File: src/rtl/assert_macros.svh
// Assertion helpers shared by the RTL modules.
`ifndef ASSERT_MACROS_SVH
`define ASSERT_MACROS_SVH

// A condition that must hold at every clock edge outside reset.
`define BSA_ASSERT_ALWAYS(name, clk, rst_n, cond) \
    name: assert property (@(posedge clk) disable iff (!(rst_n)) (cond)) \
        else $error("%m: invariant violated");

// An implication checked in the same cycle outside reset.
`define BSA_ASSERT_IMPLY(name, clk, rst_n, ante, cons) \
    name: assert property (@(posedge clk) disable iff (!(rst_n)) (ante) |-> (cons)) \
        else $error("%m: implication violated");

`endif

File: src/rtl/bsa_pkg.sv
package bsa_pkg;

    // Pool geometry.
    localparam int SLOTS       = 64;
    localparam int IDX_W       = $clog2(SLOTS);
    localparam int CNT_W       = $clog2(SLOTS + 1);

    // The first-fit search looks at one group of slots per cycle.
    localparam int GRP         = 8;
    localparam int GRP_W       = $clog2(GRP);
    localparam int NGRP        = (SLOTS + GRP - 1) / GRP;
    localparam int GRP_CNT_W   = (NGRP > 1) ? $clog2(NGRP) : 1;

    // Field and register widths.
    localparam int BASE_W      = 24;
    localparam int SIZE_W      = 13;
    localparam int ADDR_W      = 25;
    localparam int STAT_W      = 3;
    localparam int FREE_W      = 7;
    localparam int PROD_W      = IDX_W + SIZE_W;
    localparam int DIV_CNT_W   = $clog2(ADDR_W);

    // Stream and configuration port widths.
    localparam int IN_TDATA_W  = 32;
    localparam int IN_TUSER_W  = 1;
    localparam int OUT_TDATA_W = 40;
    localparam int CFG_IDX_W   = 1;
    localparam int CFG_DATA_W  = 24;

    // Register reset values.
    localparam logic [BASE_W-1:0] BASE_RESET = 24'd11776;
    localparam logic [SIZE_W-1:0] SIZE_RESET = 13'd128;

    // Configuration register indexes.
    localparam logic [CFG_IDX_W-1:0] CFG_POOL_BASE = 1'd0;
    localparam logic [CFG_IDX_W-1:0] CFG_SLOT_SIZE = 1'd1;

    // Request kinds carried in tuser.
    localparam logic ACT_ALLOC   = 1'b0;
    localparam logic ACT_RELEASE = 1'b1;

    // Result status codes.
    typedef enum logic [STAT_W-1:0] {
        ST_OK           = 3'd0,
        ST_NONE_FREE    = 3'd1,
        ST_NONE_USED    = 3'd2,
        ST_RANGE        = 3'd3,
        ST_ALREADY_FREE = 3'd4
    } t_status;

    // Controller states.
    typedef enum logic [2:0] {
        S_IDLE,
        S_CHECK,
        S_SCAN,
        S_MUL,
        S_DIV,
        S_RCHK,
        S_RESP
    } t_state;

    // Commands from the controller to the datapath.
    typedef struct packed {
        logic    capture;
        logic    div_init;
        logic    scan;
        logic    mul;
        logic    div_step;
        logic    rel_commit;
        logic    out_load;
        t_status out_code;
    } t_dp_cmd;

    // Status from the datapath to the controller.
    typedef struct packed {
        logic action;
        logic pool_full;
        logic pool_empty;
        logic below_base;
        logic grp_hit;
        logic div_last;
        logic idx_range;
        logic idx_free;
        logic out_busy;
    } t_dp_stat;

endpackage

File: src/rtl/bsa_ctrl.sv
module bsa_ctrl (
    input  logic               i_clk,
    input  logic               i_rst_n,
    input  logic               i_s_tvalid,
    output logic               o_s_tready,
    input  bsa_pkg::t_dp_stat  i_stat,
    output bsa_pkg::t_dp_cmd   o_cmd
);

    bsa_pkg::t_state  r_state, n_state;
    bsa_pkg::t_status r_code,  n_code;

    // State and status code registers.
    always_ff @(posedge i_clk) begin
        if (!i_rst_n) begin
            r_state <= bsa_pkg::S_IDLE;
            r_code  <= bsa_pkg::ST_OK;
        end else begin
            r_state <= n_state;
            r_code  <= n_code;
        end
    end

    // Next state and datapath commands.
    always_comb begin
        n_state        = r_state;
        n_code         = r_code;
        o_cmd          = '0;
        o_cmd.out_code = r_code;
        o_s_tready     = 1'b0;
        case (r_state)
            bsa_pkg::S_IDLE: begin
                // No request is taken while reset is applied.
                o_s_tready = i_rst_n;
                if (i_s_tvalid && i_rst_n) begin
                    o_cmd.capture = 1'b1;
                    n_state       = bsa_pkg::S_CHECK;
                end
            end
            bsa_pkg::S_CHECK: begin
                if (i_stat.action == bsa_pkg::ACT_ALLOC) begin
                    if (i_stat.pool_full) begin
                        n_code  = bsa_pkg::ST_NONE_FREE;
                        n_state = bsa_pkg::S_RESP;
                    end else begin
                        n_state = bsa_pkg::S_SCAN;
                    end
                end else if (i_stat.pool_empty) begin
                    n_code  = bsa_pkg::ST_NONE_USED;
                    n_state = bsa_pkg::S_RESP;
                end else if (i_stat.below_base) begin
                    n_code  = bsa_pkg::ST_RANGE;
                    n_state = bsa_pkg::S_RESP;
                end else begin
                    o_cmd.div_init = 1'b1;
                    n_state        = bsa_pkg::S_DIV;
                end
            end
            bsa_pkg::S_SCAN: begin
                o_cmd.scan = 1'b1;
                if (i_stat.grp_hit) begin
                    n_state = bsa_pkg::S_MUL;
                end
            end
            bsa_pkg::S_MUL: begin
                o_cmd.mul = 1'b1;
                n_code    = bsa_pkg::ST_OK;
                n_state   = bsa_pkg::S_RESP;
            end
            bsa_pkg::S_DIV: begin
                o_cmd.div_step = 1'b1;
                if (i_stat.div_last) begin
                    n_state = bsa_pkg::S_RCHK;
                end
            end
            bsa_pkg::S_RCHK: begin
                if (i_stat.idx_range) begin
                    n_code = bsa_pkg::ST_RANGE;
                end else if (i_stat.idx_free) begin
                    n_code = bsa_pkg::ST_ALREADY_FREE;
                end else begin
                    o_cmd.rel_commit = 1'b1;
                    n_code           = bsa_pkg::ST_OK;
                end
                n_state = bsa_pkg::S_RESP;
            end
            bsa_pkg::S_RESP: begin
                // Wait until the output register can take the result.
                if (!i_stat.out_busy) begin
                    o_cmd.out_load = 1'b1;
                    n_state        = bsa_pkg::S_IDLE;
                end
            end
            default: begin
                n_state = bsa_pkg::S_IDLE;
            end
        endcase
    end

endmodule

File: src/rtl/bsa_dp.sv
`include "assert_macros.svh"

module bsa_dp (
    input  logic                             i_clk,
    input  logic                             i_rst_n,
    input  bsa_pkg::t_dp_cmd                 i_cmd,
    output bsa_pkg::t_dp_stat                o_stat,
    // tdata: release_address [24:0]
    input  logic [bsa_pkg::IN_TDATA_W-1:0]   i_tdata,
    // tuser: action [0]
    input  logic [bsa_pkg::IN_TUSER_W-1:0]   i_tuser,
    input  logic                             i_cfg_we,
    input  logic [bsa_pkg::CFG_IDX_W-1:0]    i_cfg_index,
    input  logic [bsa_pkg::CFG_DATA_W-1:0]   i_cfg_data,
    input  logic                             i_m_tready,
    output logic                             o_m_tvalid,
    // tdata: status [2:0], slot_address [27:3], free_slots [34:28]
    output logic [bsa_pkg::OUT_TDATA_W-1:0]  o_m_tdata
);

    localparam int PAD_W = bsa_pkg::NGRP * bsa_pkg::GRP;

    // Configuration and pool state.
    logic [bsa_pkg::BASE_W-1:0]    r_base;
    logic [bsa_pkg::SIZE_W-1:0]    r_size;
    logic [bsa_pkg::SLOTS-1:0]     r_used;
    logic [bsa_pkg::CNT_W-1:0]     r_free;

    // Request and working registers.
    logic                          r_action;
    logic [bsa_pkg::ADDR_W-1:0]    r_addr;
    logic [bsa_pkg::GRP_CNT_W-1:0] r_grp;
    logic [bsa_pkg::IDX_W-1:0]     r_idx;
    logic [bsa_pkg::PROD_W-1:0]    r_prod;
    logic [bsa_pkg::ADDR_W-1:0]    r_dvd;
    logic [bsa_pkg::SIZE_W-1:0]    r_rem;
    logic [bsa_pkg::DIV_CNT_W-1:0] r_cnt;

    // Output register.
    logic                          r_out_valid;
    bsa_pkg::t_status              r_out_status;
    logic [bsa_pkg::ADDR_W-1:0]    r_out_addr;
    logic [bsa_pkg::FREE_W-1:0]    r_out_free;

    logic [bsa_pkg::SIZE_W-1:0]    w_eff;
    logic [PAD_W-1:0]              w_map_pad;
    logic [bsa_pkg::GRP-1:0]       w_grp_bits;
    logic                          w_grp_hit;
    logic [bsa_pkg::GRP_W-1:0]     w_enc;
    logic [bsa_pkg::SIZE_W:0]      w_rem_sh;
    logic [bsa_pkg::SIZE_W:0]      w_diff;
    logic                          w_qbit;
    logic [bsa_pkg::IDX_W-1:0]     w_rel_idx;
    logic [bsa_pkg::ADDR_W-1:0]    w_alloc_addr;

    // A slot size of zero behaves as one.
    assign w_eff = (r_size == '0) ? bsa_pkg::SIZE_W'(1) : r_size;

    // Group search: slots beyond the pool read as used.
    always_comb begin
        w_map_pad                     = '1;
        w_map_pad[bsa_pkg::SLOTS-1:0] = r_used;
        w_grp_bits = w_map_pad[r_grp * bsa_pkg::GRP +: bsa_pkg::GRP];
        w_grp_hit  = ~&w_grp_bits;
        w_enc      = '0;
        for (int i = bsa_pkg::GRP - 1; i >= 0; i--) begin
            if (!w_grp_bits[i]) begin
                w_enc = bsa_pkg::GRP_W'(i);
            end
        end
    end

    // One restoring division step per cycle.
    assign w_rem_sh = {r_rem, r_dvd[bsa_pkg::ADDR_W-1]};
    assign w_diff   = w_rem_sh - {1'b0, w_eff};
    assign w_qbit   = (w_rem_sh >= {1'b0, w_eff});

    assign w_rel_idx    = r_dvd[bsa_pkg::IDX_W-1:0];
    assign w_alloc_addr = bsa_pkg::ADDR_W'(r_base) + bsa_pkg::ADDR_W'(r_prod);

    // Status toward the controller.
    always_comb begin
        o_stat.action     = r_action;
        o_stat.pool_full  = (r_free == '0);
        o_stat.pool_empty = (r_free >= bsa_pkg::CNT_W'(bsa_pkg::SLOTS));
        o_stat.below_base = (r_addr < bsa_pkg::ADDR_W'(r_base));
        o_stat.grp_hit    = w_grp_hit;
        o_stat.div_last   = (r_cnt == bsa_pkg::DIV_CNT_W'(bsa_pkg::ADDR_W - 1));
        o_stat.idx_range  = (r_dvd >= bsa_pkg::ADDR_W'(bsa_pkg::SLOTS));
        o_stat.idx_free   = ~r_used[w_rel_idx];
        o_stat.out_busy   = r_out_valid & ~i_m_tready;
    end

    // Configuration registers, bitmap, free count and result handshake.
    always_ff @(posedge i_clk) begin
        if (!i_rst_n) begin
            r_base      <= bsa_pkg::BASE_RESET;
            r_size      <= bsa_pkg::SIZE_RESET;
            r_used      <= '0;
            r_free      <= bsa_pkg::CNT_W'(bsa_pkg::SLOTS);
            r_out_valid <= 1'b0;
        end else begin
            if (i_cfg_we) begin
                case (i_cfg_index)
                    bsa_pkg::CFG_POOL_BASE: r_base <= i_cfg_data[bsa_pkg::BASE_W-1:0];
                    bsa_pkg::CFG_SLOT_SIZE: r_size <= i_cfg_data[bsa_pkg::SIZE_W-1:0];
                    default: ;
                endcase
            end
            if (i_cmd.mul) begin
                r_used[r_idx] <= 1'b1;
                r_free        <= r_free - 1'b1;
            end
            if (i_cmd.rel_commit) begin
                r_used[w_rel_idx] <= 1'b0;
                r_free            <= r_free + 1'b1;
            end
            if (i_cmd.out_load) begin
                r_out_valid <= 1'b1;
            end else if (i_m_tready) begin
                r_out_valid <= 1'b0;
            end
        end
    end

    // Request capture, search, multiply and divide registers.
    always_ff @(posedge i_clk) begin
        if (i_cmd.capture) begin
            r_action <= i_tuser[0];
            r_addr   <= i_tdata[bsa_pkg::ADDR_W-1:0];
            r_grp    <= '0;
        end
        if (i_cmd.scan) begin
            if (w_grp_hit) begin
                r_idx <= bsa_pkg::IDX_W'({r_grp, w_enc});
            end else begin
                r_grp <= r_grp + 1'b1;
            end
        end
        if (i_cmd.mul) begin
            r_prod <= bsa_pkg::PROD_W'(r_idx) * bsa_pkg::PROD_W'(w_eff);
        end
        if (i_cmd.div_init) begin
            r_dvd <= r_addr - bsa_pkg::ADDR_W'(r_base);
            r_rem <= '0;
            r_cnt <= '0;
        end else if (i_cmd.div_step) begin
            r_dvd <= {r_dvd[bsa_pkg::ADDR_W-2:0], w_qbit};
            r_rem <= w_qbit ? w_diff[bsa_pkg::SIZE_W-1:0] : w_rem_sh[bsa_pkg::SIZE_W-1:0];
            r_cnt <= r_cnt + 1'b1;
        end
    end

    // Result payload.
    always_ff @(posedge i_clk) begin
        if (i_cmd.out_load) begin
            r_out_status <= i_cmd.out_code;
            r_out_free   <= bsa_pkg::FREE_W'(r_free);
            if ((i_cmd.out_code == bsa_pkg::ST_OK) && (r_action == bsa_pkg::ACT_ALLOC)) begin
                r_out_addr <= w_alloc_addr;
            end else begin
                r_out_addr <= '0;
            end
        end
    end

    assign o_m_tvalid = r_out_valid;
    assign o_m_tdata  = bsa_pkg::OUT_TDATA_W'({r_out_free, r_out_addr, r_out_status});

    // The free count always matches the number of clear bitmap bits.
    `BSA_ASSERT_ALWAYS(a_free_count, i_clk, i_rst_n, ($countones(r_used) + int'(r_free)) == bsa_pkg::SLOTS)
    // A new result never overwrites one that is still waiting.
    `BSA_ASSERT_IMPLY(a_no_overwrite, i_clk, i_rst_n, i_cmd.out_load, !(r_out_valid && !i_m_tready))
    // The search only runs while a free slot exists.
    `BSA_ASSERT_IMPLY(a_scan_has_free, i_clk, i_rst_n, i_cmd.scan, r_free != '0)

endmodule

File: src/rtl/bitmap_slot_allocator_unit.sv
// Bitmap slot allocator: first-fit allocation over a pool of 64 equal slots.
// Requests enter on the s_axis channel (tuser = allocate or release, tdata =
// address to release); each request yields exactly one result on m_axis
// (status, slot address, free count after the request).
// The configuration port sets the pool base address (index 0) and the slot
// size (index 1); write it only while no request is in flight.
// Allocate: the bitmap is searched eight slots per cycle, then the index is
// multiplied by the slot size. Release: the offset from the base is divided
// by the slot size one quotient bit per cycle. A request rejected by the
// first check (pool full on allocate, pool empty or address below base on
// release) goes straight to the response. Requests are handled one at a
// time; the next one is accepted the cycle after the result is loaded into
// the output register.
// Reset clears the bitmap, sets the free count to 64, restores the register
// defaults and holds s_axis_tready low. If the receiver stalls, the result
// holds in the output register and one further request can be accepted and
// processed; its result waits inside the block until the output register drains.
module bitmap_slot_allocator_unit (
    input  logic                             i_clk,
    input  logic                             i_rst_n,
    input  logic                             s_axis_tvalid,
    output logic                             s_axis_tready,
    // tdata: release_address [24:0]
    input  logic [bsa_pkg::IN_TDATA_W-1:0]   s_axis_tdata,
    // tuser: action [0]
    input  logic [bsa_pkg::IN_TUSER_W-1:0]   s_axis_tuser,
    output logic                             m_axis_tvalid,
    input  logic                             m_axis_tready,
    // tdata: status [2:0], slot_address [27:3], free_slots [34:28]
    output logic [bsa_pkg::OUT_TDATA_W-1:0]  m_axis_tdata,
    input  logic                             i_cfg_we,
    input  logic [bsa_pkg::CFG_IDX_W-1:0]    i_cfg_index,
    input  logic [bsa_pkg::CFG_DATA_W-1:0]   i_cfg_data
);

    bsa_pkg::t_dp_cmd  w_cmd;
    bsa_pkg::t_dp_stat w_stat;

    // Request sequencing.
    bsa_ctrl u_ctrl (
        .i_clk      (i_clk),
        .i_rst_n    (i_rst_n),
        .i_s_tvalid (s_axis_tvalid),
        .o_s_tready (s_axis_tready),
        .i_stat     (w_stat),
        .o_cmd      (w_cmd)
    );

    // Bitmap, arithmetic and output register.
    bsa_dp u_dp (
        .i_clk       (i_clk),
        .i_rst_n     (i_rst_n),
        .i_cmd       (w_cmd),
        .o_stat      (w_stat),
        .i_tdata     (s_axis_tdata),
        .i_tuser     (s_axis_tuser),
        .i_cfg_we    (i_cfg_we),
        .i_cfg_index (i_cfg_index),
        .i_cfg_data  (i_cfg_data),
        .i_m_tready  (m_axis_tready),
        .o_m_tvalid  (m_axis_tvalid),
        .o_m_tdata   (m_axis_tdata)
    );

endmodule
File: config.mk
export PLATFORM = sky130hd
export DESIGN_NAME = bitmap_slot_allocator_unit
export DESIGN_NICKNAME = d
export VERILOG_FILES = /design/src/rtl/bsa_pkg.sv /design/src/rtl/bsa_ctrl.sv /design/src/rtl/bsa_dp.sv /design/src/rtl/bitmap_slot_allocator_unit.sv
export VERILOG_INCLUDE_DIRS = /design/src /design/src/rtl
export SDC_FILE = /design/constraint.sdc
export NUM_CORES = 1
export LEC_CHECK = 0
export BUFFER_PORTS_ARGS = -buffer_cell sky130_fd_sc_hd__buf_2
export CAP_MARGIN = 20
export CORE_ASPECT_RATIO = 0.5
export CORE_MARGIN = 5
export CORE_UTILIZATION = 50
export DETAILED_ROUTE_END_ITERATION = 10
export PLACE_DENSITY = 0.68
export SYNTH_ARGS = -nofsm -noshare
export SYNTH_HDL_FRONTEND = slang
export SYNTH_HIERARCHICAL = 1
export SYNTH_SLANG_ARGS = --single-unit
File: constraint.sdc
create_clock -name i_clk -period 10.25 [get_ports i_clk]
set_clock_uncertainty 0.2 [all_clocks]
set_input_delay 1.025 -clock i_clk [delete_from_list [all_inputs] [get_ports i_clk]]
set_output_delay 1.025 -clock i_clk [all_outputs]
set_load 0.05 [all_outputs]
# Word level (Yosys, flattened, before mapping)
# Cells that the tools add are included.
# op_classes
addsub,7
n_mul,1
magnitude_cmp,8
eq_ne,13
n_shift,1
mux,58
n_bitwise,8
n_reduce_logical,21
# op_table
operator,n
two-way mux 64 bit,3
AND 64 bit,1
NOT 64 bit,1
OR 64 bit,1
indexed part select 64 x 7 -> 8 bit,1
two-way mux 3 bit,19
two-way mux 25 bit,2
two-way mux 13 bit,2
adder 24 x 19 -> 25 bit,1
>= comparator 25 x 7 -> 1 bit (second input constant),1
< comparator 25 x 24 -> 1 bit,1
subtractor 25 x 24 -> 25 bit,1
two-way mux 1 bit,21
multiplier 6 x 13 -> 19 bit,1
one-hot mux 3 bit (6 select lines),1
>= comparator 14 x 13 -> 1 bit,1
< comparator 6 x 7 -> 1 bit (second input constant),2
two-way mux 7 bit,2
zero test 13 bit,1
subtractor 13 bit,1
demux 1 bit (select 6 bit),2
>= comparator 6 x 1 -> 1 bit (second input constant),2
== test 3 bit (second input constant),3
one-hot mux 3 bit (3 select lines),1
26 further kinds,45
# totals
reg_bits,247
inputBits,63
output_inout_bits,42
word_cells,138

# Longest topological paths before layout
# depth
ltp_word,9
depth_mapped,20
depth_no_buf,19

# Modules after synthesis
# Netlist, hierarchy kept.
# modules_own_cells
module,instances,cells_per_inst,area_each_um2,seq_area_each_um2
bsa_dp,1,1648,15573.7,5935.7
bsa_ctrl,1,51,447.9,120.1

# Worst setup path after synthesis
# Ideal clock, no wire load.
# synth_path
kind,input-to-reg
start,in m_axis_tready
end,reg u_dp/r_out_addr[0] in the netlist's numbering (enable)
setup_ps,531
arrival_ps,4838
required_ps,9519
slack_ps,4681
path_stages,2
n_path_buf,0
cell_sequence,nor2b_1 nor4b_1
# synth_rtl
item,line,text
"start, declared",bitmap_slot_allocator_unit.sv:28,"input logic m_axis_tready,"
"end signal, assigned",bsa_dp.sv:160,r_out_addr <= w_alloc_addr;
"end, declared",bsa_dp.sv:42,logic [bsa_pkg::ADDR_W-1:0] r_out_addr;

==> metrics.md <==
| Metric | Value |
|---|---|
| Leakage | `7.021 nW` |
| Power Dens Cells | `162.5 nW/µm²` |
| H-tree depth | `1` |
| WL/cell | `18.51 µm` |
| Antenna violations before repair | `0` |
| Worst setup SP type | `register` |
| Total CTS buffers | `24` |
| Fin crit period | `5.477 ns` |
| Synth Area per Inst | `9.430 µm²` |
| Die Span Y | `136.6 µm` |
| Worst-path fanout max | `22` |
| Status | `finished clean` |
| Chip Width | `263.2 µm` |
| Post-Route WL | `40970 µm` |
| Dpl hpwl | `30070 µm` |
| P&R area growth vs syn | `9.785%` |
| Flop pwr share | `41.8%` |
| Slew Limit Fails | `0` |
| Slew margin rel. | `30.20%` |
| Yosys reg bits | `247` |
| Post-CTS sizing | `0` |
| Initial DRC Count | `1202` |
| Clock latency on the worst-skew pair | `0.54 ns` |
| Cells after synthesis | `1699` |
| Vias in the first global route | `11960` |
| Final setup violation count | `0` |
| Routability cong. | `0.9248` |
| RSZ-0062 raised after global routing | `no` |
| Critical-path cell list | `inv_1, a2bb2oi_1, nor2_1, a21oi_1, a21oi_1, nor4_1, o21ai_0, nor2b_1, inv_1, fa_1, a21o_1, a21oi_1, o21bai_1, a21oi_1, mux2i_1, xnor2_1, nand2_1` |
| Placed cell areas | `16800 µm²` |
| Clock sinks | `247` |
| Vias per cell | `5.707` |
| Ys Warns | `6` |
| CTS clk-pin slew, worst paths | `0.07 ns` |
| Count of cell types in the netlist | `92` |
| Worst-case clock buffer depth | `3` |
| Cell Rows | `46` |
| Gr ovfl total | `0` |
| I/O Pins | `105` |
| Synth area leader | `edfxtp_1` |
| Internal power | `1.944 mW` |
| Root buf cell | `clkbuf_16` |
| Post-cts hold buffer count | `0` |
| P_sw | `0.9151 mW` |
| CP Data Arrival Time | `5.66 ns` |
| Clk pwr share | `30.8%` |
| Final hold violations | `0` |
| Hold Path Class | `reg -> reg` |
| Req. time, crit path | `10.43 ns` |
| GRT Total Usage | `22.39%` |
| Power share of the combinational group | `27.4%` |
| Die area | `35940 µm²` |
| Final Cycle Share | `53.43%` |
| Final Cell Area | `17590 µm²` |
| Setup Buffers After CTS | `0` |
| Post-Syn Area | `16020 µm²` |
| Final nets | `1966` |
| Vias | `12630` |
| Cell mode on critical path | `a21oi_1` |
| Setup_tns | `0 ns` |
| Slowest-stage cell, CP | `edfxtp_1` |
| Share of cells above drive strength 1 | `12.24%` |
| Input/output buffers | `92` |
| Sequential element share of the synthesized area | `37.80%` |
| Crit Path Class | `reg -> reg` |
| DP Worst Slack | `4.833 ns` |
| Ant. Diodes | `0` |
| Delay-heaviest family, CP | `compound AO/OA/AOI/OAI gates` |
| Max Freq | `182.6 MHz` |
| # DRC | `0` |
| Min Hold Slack | `0.2689 ns` |
| Crit-path max cell delay | `0.86 ns` |
| Top FF cell, synth | `dfxtp_1` |
| Post-detailed-route count of antenna-violating nets | `0` |
| Commonest non-fill, non-tap cells in the layout | `nor2_1, dfxtp_1, nand2_1` |
| WP buf/inv | `2` |
| TritonCTS clock tree | `built` |
| Synth area leaders | `edfxtp_1, dfxtp_1, ha_1, fa_1, a21oi_1` |
| Switching Fraction | `32.01%` |
| Commonest non-fill, non-tap cell in the layout | `nor2_1` |
| Critical path capture point type | `register` |
| Worst Tran Pin Value | `1.047 ns` |
| Core area | `31660 µm²` |
| Peak supply drop | `0.0001171 V` |
| Global-route wire length before repair | `65450 µm` |
| First-pass DRT Iterations | `6` |
| Asr flop ratio synth | `0%` |
| Pin count of the biggest net entering global routing | `106` |
| Setup ws final | `4.773 ns` |
| Initial core utilization | `50.61%` |
| Max-Cap Viols | `0` |
| Post-synth EDFFs | `111` |
| Top cell type's share of synthesized area | `20.80%` |
| Fill count | `2905` |
==> per-layer routing <==
layer  GRT usage [%]  part of all wire, %  up-vias  wire length (µm)
met4           5.051                  2.1        0               865
met2           35.97                   45      376             18320
met5               0                    0        -                 0
met1           32.34                   47     6017             19270
li1                -                    -     6176                 -
met3           3.629                  6.1       61              2510
==> Yosys cell counts (all sizes together), types with 14 or more instances <==
cell    instances
a211oi         23
a21boi         35
a21o           28
a21oi         130
a31oi          14
and2           59
buf            24
clkbuf         49
dfxtp         136
edfxtp        111
fa             49
ha             91
inv           126
mux2           21
mux2i          17
mux4           26
nand2         134
nand2b         14
nand3          33
nand4          16
nor2          169
nor2b          22
nor3           22
o21ai         122
xnor2          41
xor2           26
==> power by group through the flow <==
stage	registers [mW]	logic, mW	clock network, mW
2_1_floorplan	1.19	0.627	0
3_3_place_gp	1.21	0.764	0
3_5_place_dp	1.21	0.770	0
4_1_cts	1.19	0.775	0.903
5_1_grt	1.20	0.883	0.945
6_report	1.19	0.783	0.882
==> state kept, by name, summed over array words and instances, names as in the netlist <==
register           flops
u_dp/r_base           24
u_dp/r_addr           25
u_ctrl/r_state         3
u_dp/r_idx             6
u_dp/r_used           64
u_dp/r_dvd            25
u_dp/r_out_free        7
u_ctrl/r_code          3
u_dp/r_grp             3
u_dp/r_cnt             5
u_dp/r_out_addr       25
u_dp/r_action          1
u_dp/r_size           13
u_dp/r_out_status      3
u_dp/r_rem            13
u_dp/r_free            7
u_dp/r_prod           19
u_dp/o_m_tvalid        1
==> worst register-to-register path, delay by kind of cell (launching register included) <==
family	cells	cell delay, ns
adders and majority gates	1	0.54
xor gates and xnor gates	1	0.15
AOI/OAI and AO/OA	8	1.41
buffers and inverters	2	0.74
muxes	1	0.29
and+or+nand+nor	4	1.14
DFF	1	0.86
==> worst paths after layout <==
| path | startpoint | to | slack, ns | cells after the start |
|---|---|---|---|---|
| max | u_dp/r_dvd[0] | u_dp/r_free[6] | 4.77 | 17 |
| max reg2reg | u_dp/r_dvd[0] | u_dp/r_free[6] | 4.77 | 17 |
| min | u_dp/r_base[23] | u_dp/r_base[23] | 0.27 | 2 |
| min reg2reg | u_dp/r_base[23] | u_dp/r_base[23] | 0.27 | 2 |
==> metrics by stage <==
step           util, %  instances  power [mW]
4_1_cts          55.46       2211       2.872
6_report         55.57       2213       2.859
3_5_place_dp     53.06       2167       1.984
5_1_grt          55.57       2213       3.031
3_3_place_gp     53.06       2167       1.977
2_1_floorplan        -       1703       1.812
==> layout make-up <==
cell class	count	area [µm²]	share of cell area [%]
Multi-Input combinational cell	1257	9170	52.13
Sequential cell	247	6056	34.43
Clock buffer	40	715.7	4.069
Timing Repair Buffer	107	590.6	3.358
Tap cell	432	540.5	3.073
Inverter	126	473.0	2.689
Clock inverter	4	43.79	0.2490
==> cell families (layout without fill, tap and decap cells) <==
| family | Yosys count | in the layout | share of synthesized area [%] |
|---|---|---|---|
| AND/OR/NAND/NOR | 533 | 533 | 16.18 |
| AO/OA/AOI/OAI | 448 | 448 | 17.75 |
| flip-flops | 247 | 247 | 37.80 |
| buffers and inverters | 199 | 277 | 5.162 |
| adder cells (fa/ha/maj) | 140 | 140 | 13.23 |
| XOR/XNOR | 67 | 67 | 3.663 |
| multiplexers | 64 | 64 | 6.193 |
| other | 1 | 5 | 0.02341 |
(Power assumes the default switching activity.)
